File: src/rtl/fcw_pkg.sv
// shared types and constants for the framed crc22 word checker
package fcw_pkg;

  localparam int WordWidth  = 16;
  localparam int CrcWidth   = 22;
  localparam int HalfWidth  = 11;
  localparam int LenWidth   = 12;
  localparam int CountWidth = 2;

  localparam logic [WordWidth-1:0] StartMarkA = 16'h6B0C;
  localparam logic [WordWidth-1:0] StartMarkB = 16'hDB0C;
  localparam logic [WordWidth-1:0] EndMark    = 16'hDE0F;

  localparam logic [LenWidth-1:0]   MaxFrameReset = 12'd4095;
  localparam logic [CountWidth-1:0] HeldNone      = 2'd0;
  localparam logic [CountWidth-1:0] HeldOne       = 2'd1;
  localparam logic [CountWidth-1:0] HeldTwo       = 2'd2;

  typedef enum logic [1:0] {
    STATUS_OK       = 2'd0,
    STATUS_SHORT    = 2'd1,
    STATUS_OVERLONG = 2'd2
  } status_t;

  typedef struct packed {
    logic [CrcWidth-1:0] computed;
    logic [CrcWidth-1:0] received;
    logic                match;
    status_t             status;
  } result_t;

endpackage

File: src/rtl/fcw_crc22.sv
// 16-bit-parallel crc22 update, one word per call
module fcw_crc22
  import fcw_pkg::*;
(
  input  logic [WordWidth-1:0] word,
  input  logic [CrcWidth-1:0]  crc,
  output logic [CrcWidth-1:0]  crc_next
);

  always_comb begin
    crc_next[0]     = word[0] ^ crc[6];
    crc_next[15:1]  = word[15:1] ^ word[14:0] ^ crc[20:6] ^ crc[21:7];
    crc_next[16]    = word[15] ^ crc[0] ^ crc[21];
    crc_next[21:17] = crc[5:1];
  end

endmodule

File: src/rtl/fcw_frame_tracker.sv
// frame state, two-word delay line, crc accumulator and result forming
module fcw_frame_tracker
  import fcw_pkg::*;
(
  input  logic                clk,
  input  logic                rst,
  input  logic                step,
  input  logic [WordWidth-1:0] word,
  input  logic [LenWidth-1:0] max_frame_words,
  output logic                result_valid,
  output result_t             result
);

  logic                  in_frame, in_frame_next;
  logic [CrcWidth-1:0]   crc_acc, crc_acc_next;
  logic [WordWidth-1:0]  held0, held0_next;
  logic [WordWidth-1:0]  held1, held1_next;
  logic [CountWidth-1:0] held_count, held_count_next;
  logic [LenWidth-1:0]   frame_length, frame_length_next;
  logic [CrcWidth-1:0]   crc_folded;
  logic [CrcWidth-1:0]   received;
  logic                  is_start;

  fcw_crc22 u_crc (
    .word     (held0),
    .crc      (crc_acc),
    .crc_next (crc_folded)
  );

  assign is_start = (word == StartMarkA) || (word == StartMarkB);
  // newer word gives the high half, older word the low half
  assign received = {held1[HalfWidth-1:0], held0[HalfWidth-1:0]};

  always_comb begin
    in_frame_next     = in_frame;
    crc_acc_next      = crc_acc;
    held0_next        = held0;
    held1_next        = held1;
    held_count_next   = held_count;
    frame_length_next = frame_length;
    result_valid      = 1'b0;
    result.computed   = crc_acc;
    result.received   = '0;
    result.match      = 1'b0;
    result.status     = STATUS_OK;
    if (step) begin
      if (!in_frame) begin
        if (is_start) begin
          in_frame_next     = 1'b1;
          crc_acc_next      = '0;
          held0_next        = word;
          held_count_next   = HeldOne;
          frame_length_next = LenWidth'(1);
        end
      end else if (frame_length >= max_frame_words || word == EndMark) begin
        result_valid = 1'b1;
        if (frame_length >= max_frame_words) begin
          result.status = STATUS_OVERLONG;
        end else if (held_count != HeldTwo) begin
          result.status = STATUS_SHORT;
        end else begin
          result.received = received;
          result.match    = (crc_acc == received);
        end
        in_frame_next     = 1'b0;
        crc_acc_next      = '0;
        held_count_next   = HeldNone;
        frame_length_next = '0;
      end else begin
        // push into the delay line; once it is full, the oldest word falls into the crc
        if (held_count == HeldTwo) begin
          crc_acc_next = crc_folded;
          held0_next   = held1;
          held1_next   = word;
        end else if (held_count == HeldOne) begin
          held1_next      = word;
          held_count_next = HeldTwo;
        end else begin
          held0_next      = word;
          held_count_next = HeldOne;
        end
        frame_length_next = frame_length + LenWidth'(1);
      end
    end
  end

  always_ff @(posedge clk) begin
    if (rst) begin
      in_frame     <= 1'b0;
      crc_acc      <= '0;
      held_count   <= HeldNone;
      frame_length <= '0;
    end else begin
      in_frame     <= in_frame_next;
      crc_acc      <= crc_acc_next;
      held_count   <= held_count_next;
      frame_length <= frame_length_next;
    end
  end

  always_ff @(posedge clk) begin
    held0 <= held0_next;
    held1 <= held1_next;
  end

`ifndef SYNTHESIS
  a_idle_clean: assert property (@(posedge clk) disable iff (rst)
    !in_frame |-> (held_count == HeldNone && frame_length == '0 && crc_acc == '0))
    else $error("idle with leftover frame state");

  a_frame_holds_word: assert property (@(posedge clk) disable iff (rst)
    in_frame |-> (held_count == HeldOne || held_count == HeldTwo))
    else $error("open frame with empty delay line");

  a_match_only_ok: assert property (@(posedge clk) disable iff (rst)
    (result_valid && result.match) |-> (result.status == STATUS_OK))
    else $error("match flagged on a bad frame");

  a_start_opens: assert property (@(posedge clk) disable iff (rst)
    (step && !in_frame && is_start) |=> (in_frame && frame_length == LenWidth'(1)))
    else $error("start marker did not open a frame");

  a_result_closes: assert property (@(posedge clk) disable iff (rst)
    result_valid |=> !in_frame)
    else $error("frame still open after result");
`endif

endmodule

File: config.mk
export PLATFORM = sky130hd
export DESIGN_NAME = fcw_frame_tracker
export DESIGN_NICKNAME = d
export VERILOG_FILES = /design/src/rtl/fcw_pkg.sv /design/src/rtl/fcw_crc22.sv /design/src/rtl/fcw_frame_tracker.sv
export SDC_FILE = /design/constraint.sdc
export NUM_CORES = 1
export LEC_CHECK = 0
export ABC_AREA = 1
export BUFFER_PORTS_ARGS = -buffer_cell sky130_fd_sc_hd__buf_2
export CORE_MARGIN = 2
export CORE_UTILIZATION = 45
export DETAILED_ROUTE_END_ITERATION = 16
export PLACE_DENSITY = 0.66
export SYNTH_ARGS = -nofsm -noshare
export SYNTH_HDL_FRONTEND = slang
export SYNTH_HIERARCHICAL = 1
export SYNTH_SLANG_ARGS = --single-unit
File: constraint.sdc
create_clock -name clk -period 3.9 [get_ports clk]
set_input_delay 0.195 -clock clk [delete_from_list [all_inputs] [get_ports clk]]
set_output_delay 0.195 -clock clk [all_outputs]
set_load 0.05 [all_outputs]
==> flow_metrics.tcl <==
set metrics [dict create \
    status "complete, no violations" \
    synth_edf_count 32 \
    drt_iter0_drc 353 \
    yosys.area.top_type "edfxtp_1" \
    syn_area_um2 4690 \
    synthArstFlopShare_pct 0 \
    crit_arrival_ns 3.06 \
    dp.cells 865 \
    worstSetupStartpointType "flip-flop" \
    layout.cells.non_filler 881 \
    tns_ns 0 \
    drtPass1Iterations 5 \
    nets 786 \
    wl_per_cell_um 14.2 \
    rrSetupSlack_ns 1.27 \
    syn_nets 722 \
    synth_top_cells_by_count "nand2_1, inv_1, nor2_1, dfxtp_1, edfxtp_1" \
    hold_viol_final 0 \
    synth_ff_type "dfxtp_1" \
    avgSynthCellArea_um2 6.94 \
    core_um2 10200 \
    grt_use_total_pct 22.5 \
    slew_headroom_pct 38.7 \
    cap_viol_max_count 0 \
    drive_above_1_share_pct 16.2 \
    clk_latency_ns 0.34 \
    place.gp.congestion 0.894 \
    worst_pin_slew_ns 0.917 \
    holdBufCountCts 0 \
    cts_resized 0 \
    clock_skew_ns 0.0105 \
    cts_sinks 69 \
    cts_tree "yes" \
    via_per_inst 5.18 \
    worstPathMaxFanout 24 \
    fin_util_pct 51.9 \
    die_y_um 106 \
    synth_seq_cells 69 \
    end_kind "output pin" \
    yosys-top-cells-area "edfxtp_1, nand2_1, dfxtp_1, inv_1, nor2_1" \
    ant_nets 0 \
    rsz0062_at_grt "false" \
    setup_violations 0 \
    seq_area_frac_synth_pct 36.3 \
    die-area_um2 11300 \
    fmax_mhz 307 \
    grt_pass1_wl_mm 20.1 \
    die_w_um 106 \
    p_leak_uw 0.00257 \
    syn_inst 676 \
    cts_max_path_buffers 2 \
    cts_setup_buffers 0 \
    hpwl_mm 9.09 \
    vias 4567 \
    htree_levels 3 \
    grt_max_degree 36 \
    cts_buffers 9 \
    row_count 37 \
    clk_pin_slew_ns 0.08 \
    grt_remaining_overflow 0 \
    antennaDiodeCount 0 \
    drc 0 \
    wl_mm 12.5 \
    cp_data_required_time_ns 3.70 \
    layout_min_cycle_time_ns 3.26 \
    synth_top_area_share_pct 20.5 \
    yosysWarnings 6 \
    fin_crit_sh_pct 83.5 \
    antenna_found_initial 0 \
    critical_path_class "reg -> out" \
    peakVddDrop_uv 165 \
    start_util_pct 45.9 \
    hold_path.class "in -> reg" \
    io_buffers 78 \
    cts.root.buffer_cell "clkbuf_8" \
    ios 79 \
    syn2layout_area_growth_pct 13.1 \
    yosysMostFrequentCell "nand2_1" \
    slew_viol_final 0 \
    yosysUniqueCellTypes 39 \
    grt_pass1_vias 4208 \
    power_density_nw_per_um2 262 \
]
placed cells by master, fill, tap and decap left out, types with 3 or more instances in the layout:
| master | instances |
|---|---|
| buf_4 | 5 |
| nor3_2 | 6 |
| a21oi_1 | 29 |
| clkbuf_8 | 9 |
| nand2_1 | 211 |
| nor2_1 | 64 |
| nand2_2 | 3 |
| o2111ai_1 | 3 |
| nor3_1 | 21 |
| nand3_1 | 28 |
| o21ai_0 | 21 |
| xnor2_1 | 10 |
| nand4_1 | 22 |
| dfxtp_1 | 37 |
| nor3b_1 | 5 |
| mux2_2 | 4 |
| edfxtp_1 | 32 |
| buf_2 | 78 |
| ha_1 | 15 |
| xor2_1 | 12 |
| o22ai_1 | 4 |
| or2_2 | 4 |
| inv_1 | 96 |
logic make-up after synthesis:
logic type	Yosys count	synth area share [%]
adders and majority gates	15	4.00
xor gates and xnor gates	22	4.11
muxes	4	0.960
and+or+nand+nor	376	35.7
AOI/OAI and AO/OA	64	7.49
DFF	69	36.3
buffers and inverters	126	11.5
critical path, cell delays in order, from the launching register on:
cell and delay [ns]:
dfxtp_1 0.40, ha_1 0.27, nand2_1 0.09, inv_1 0.05, nand2_1 0.06, nand2_1 0.06, nand2_1 0.07, nand2_2 0.10
nor2_8 0.36, nand2_1 0.55, nor3_1 0.37, buf_2 0.32
through the flow:
step / instance area [um^2] / setup WS [ns] / hold slack [ns] / power, uW
finish: 5310 / 0.643 / 0.0503 / 1390
floorplan: 4690 / 1.11 / 0.264 / 801
detailed placement: 5120 / 1.09 / 0.404 / 827
CTS: 5310 / 0.702 / 0.0374 / 1400
global route: 5310 / 0.402 / 0.0424 / 1440
global placement: 5120 / 1.23 / 0.403 / 825
flip-flops by register name, summed over array words and instances (netlist names):
register / cells
held0: 16
frame_length: 12
held_count: 2
in_frame: 1
held1: 16
crc_acc: 22
worst paths after layout:
check	startpoint	end	depth (start not counted)
min	word[3]	held1[3]	1
min reg2reg	frame_length[11]	frame_length[11]	2
max reg2reg	frame_length[7]	crc_acc[16]	12
max	frame_length[7]	result[19]	11
per-layer routing:
layer | track usage (%) | up-vias | part of all wire, %
met2 | 36.1 | 175 | 46
li1 | - | 2297 | -
met3 | 3.80 | 22 | 6.3
met5 | 0 | - | 0
met1 | 30.2 | 2073 | 46
met4 | 8.65 | 0 | 2.0
where the power goes:
group          switching [uW]  leakage, uW  internal, uW  total, uW
Sequential             0.0312     0.000585           755        755
Clock                     292    0.0000903           291        583
Combinational            31.9      0.00189          23.4       55.3
Total                     324      0.00257          1070       1390
area by class of cell:
| class | count | area (um^2) |
|---|---|---|
| fillers | 1018 | 4920 |
| multi-input cells | 481 | 2460 |
| flip-flops and latches | 69 | 1700 |
| repair buffers | 83 | 428 |
| inverters | 96 | 360 |
| well taps | 136 | 170 |
| clock buffers | 9 | 124 |
| clock inverters | 7 | 66.3 |
Power figures use the tool's default switching activity.
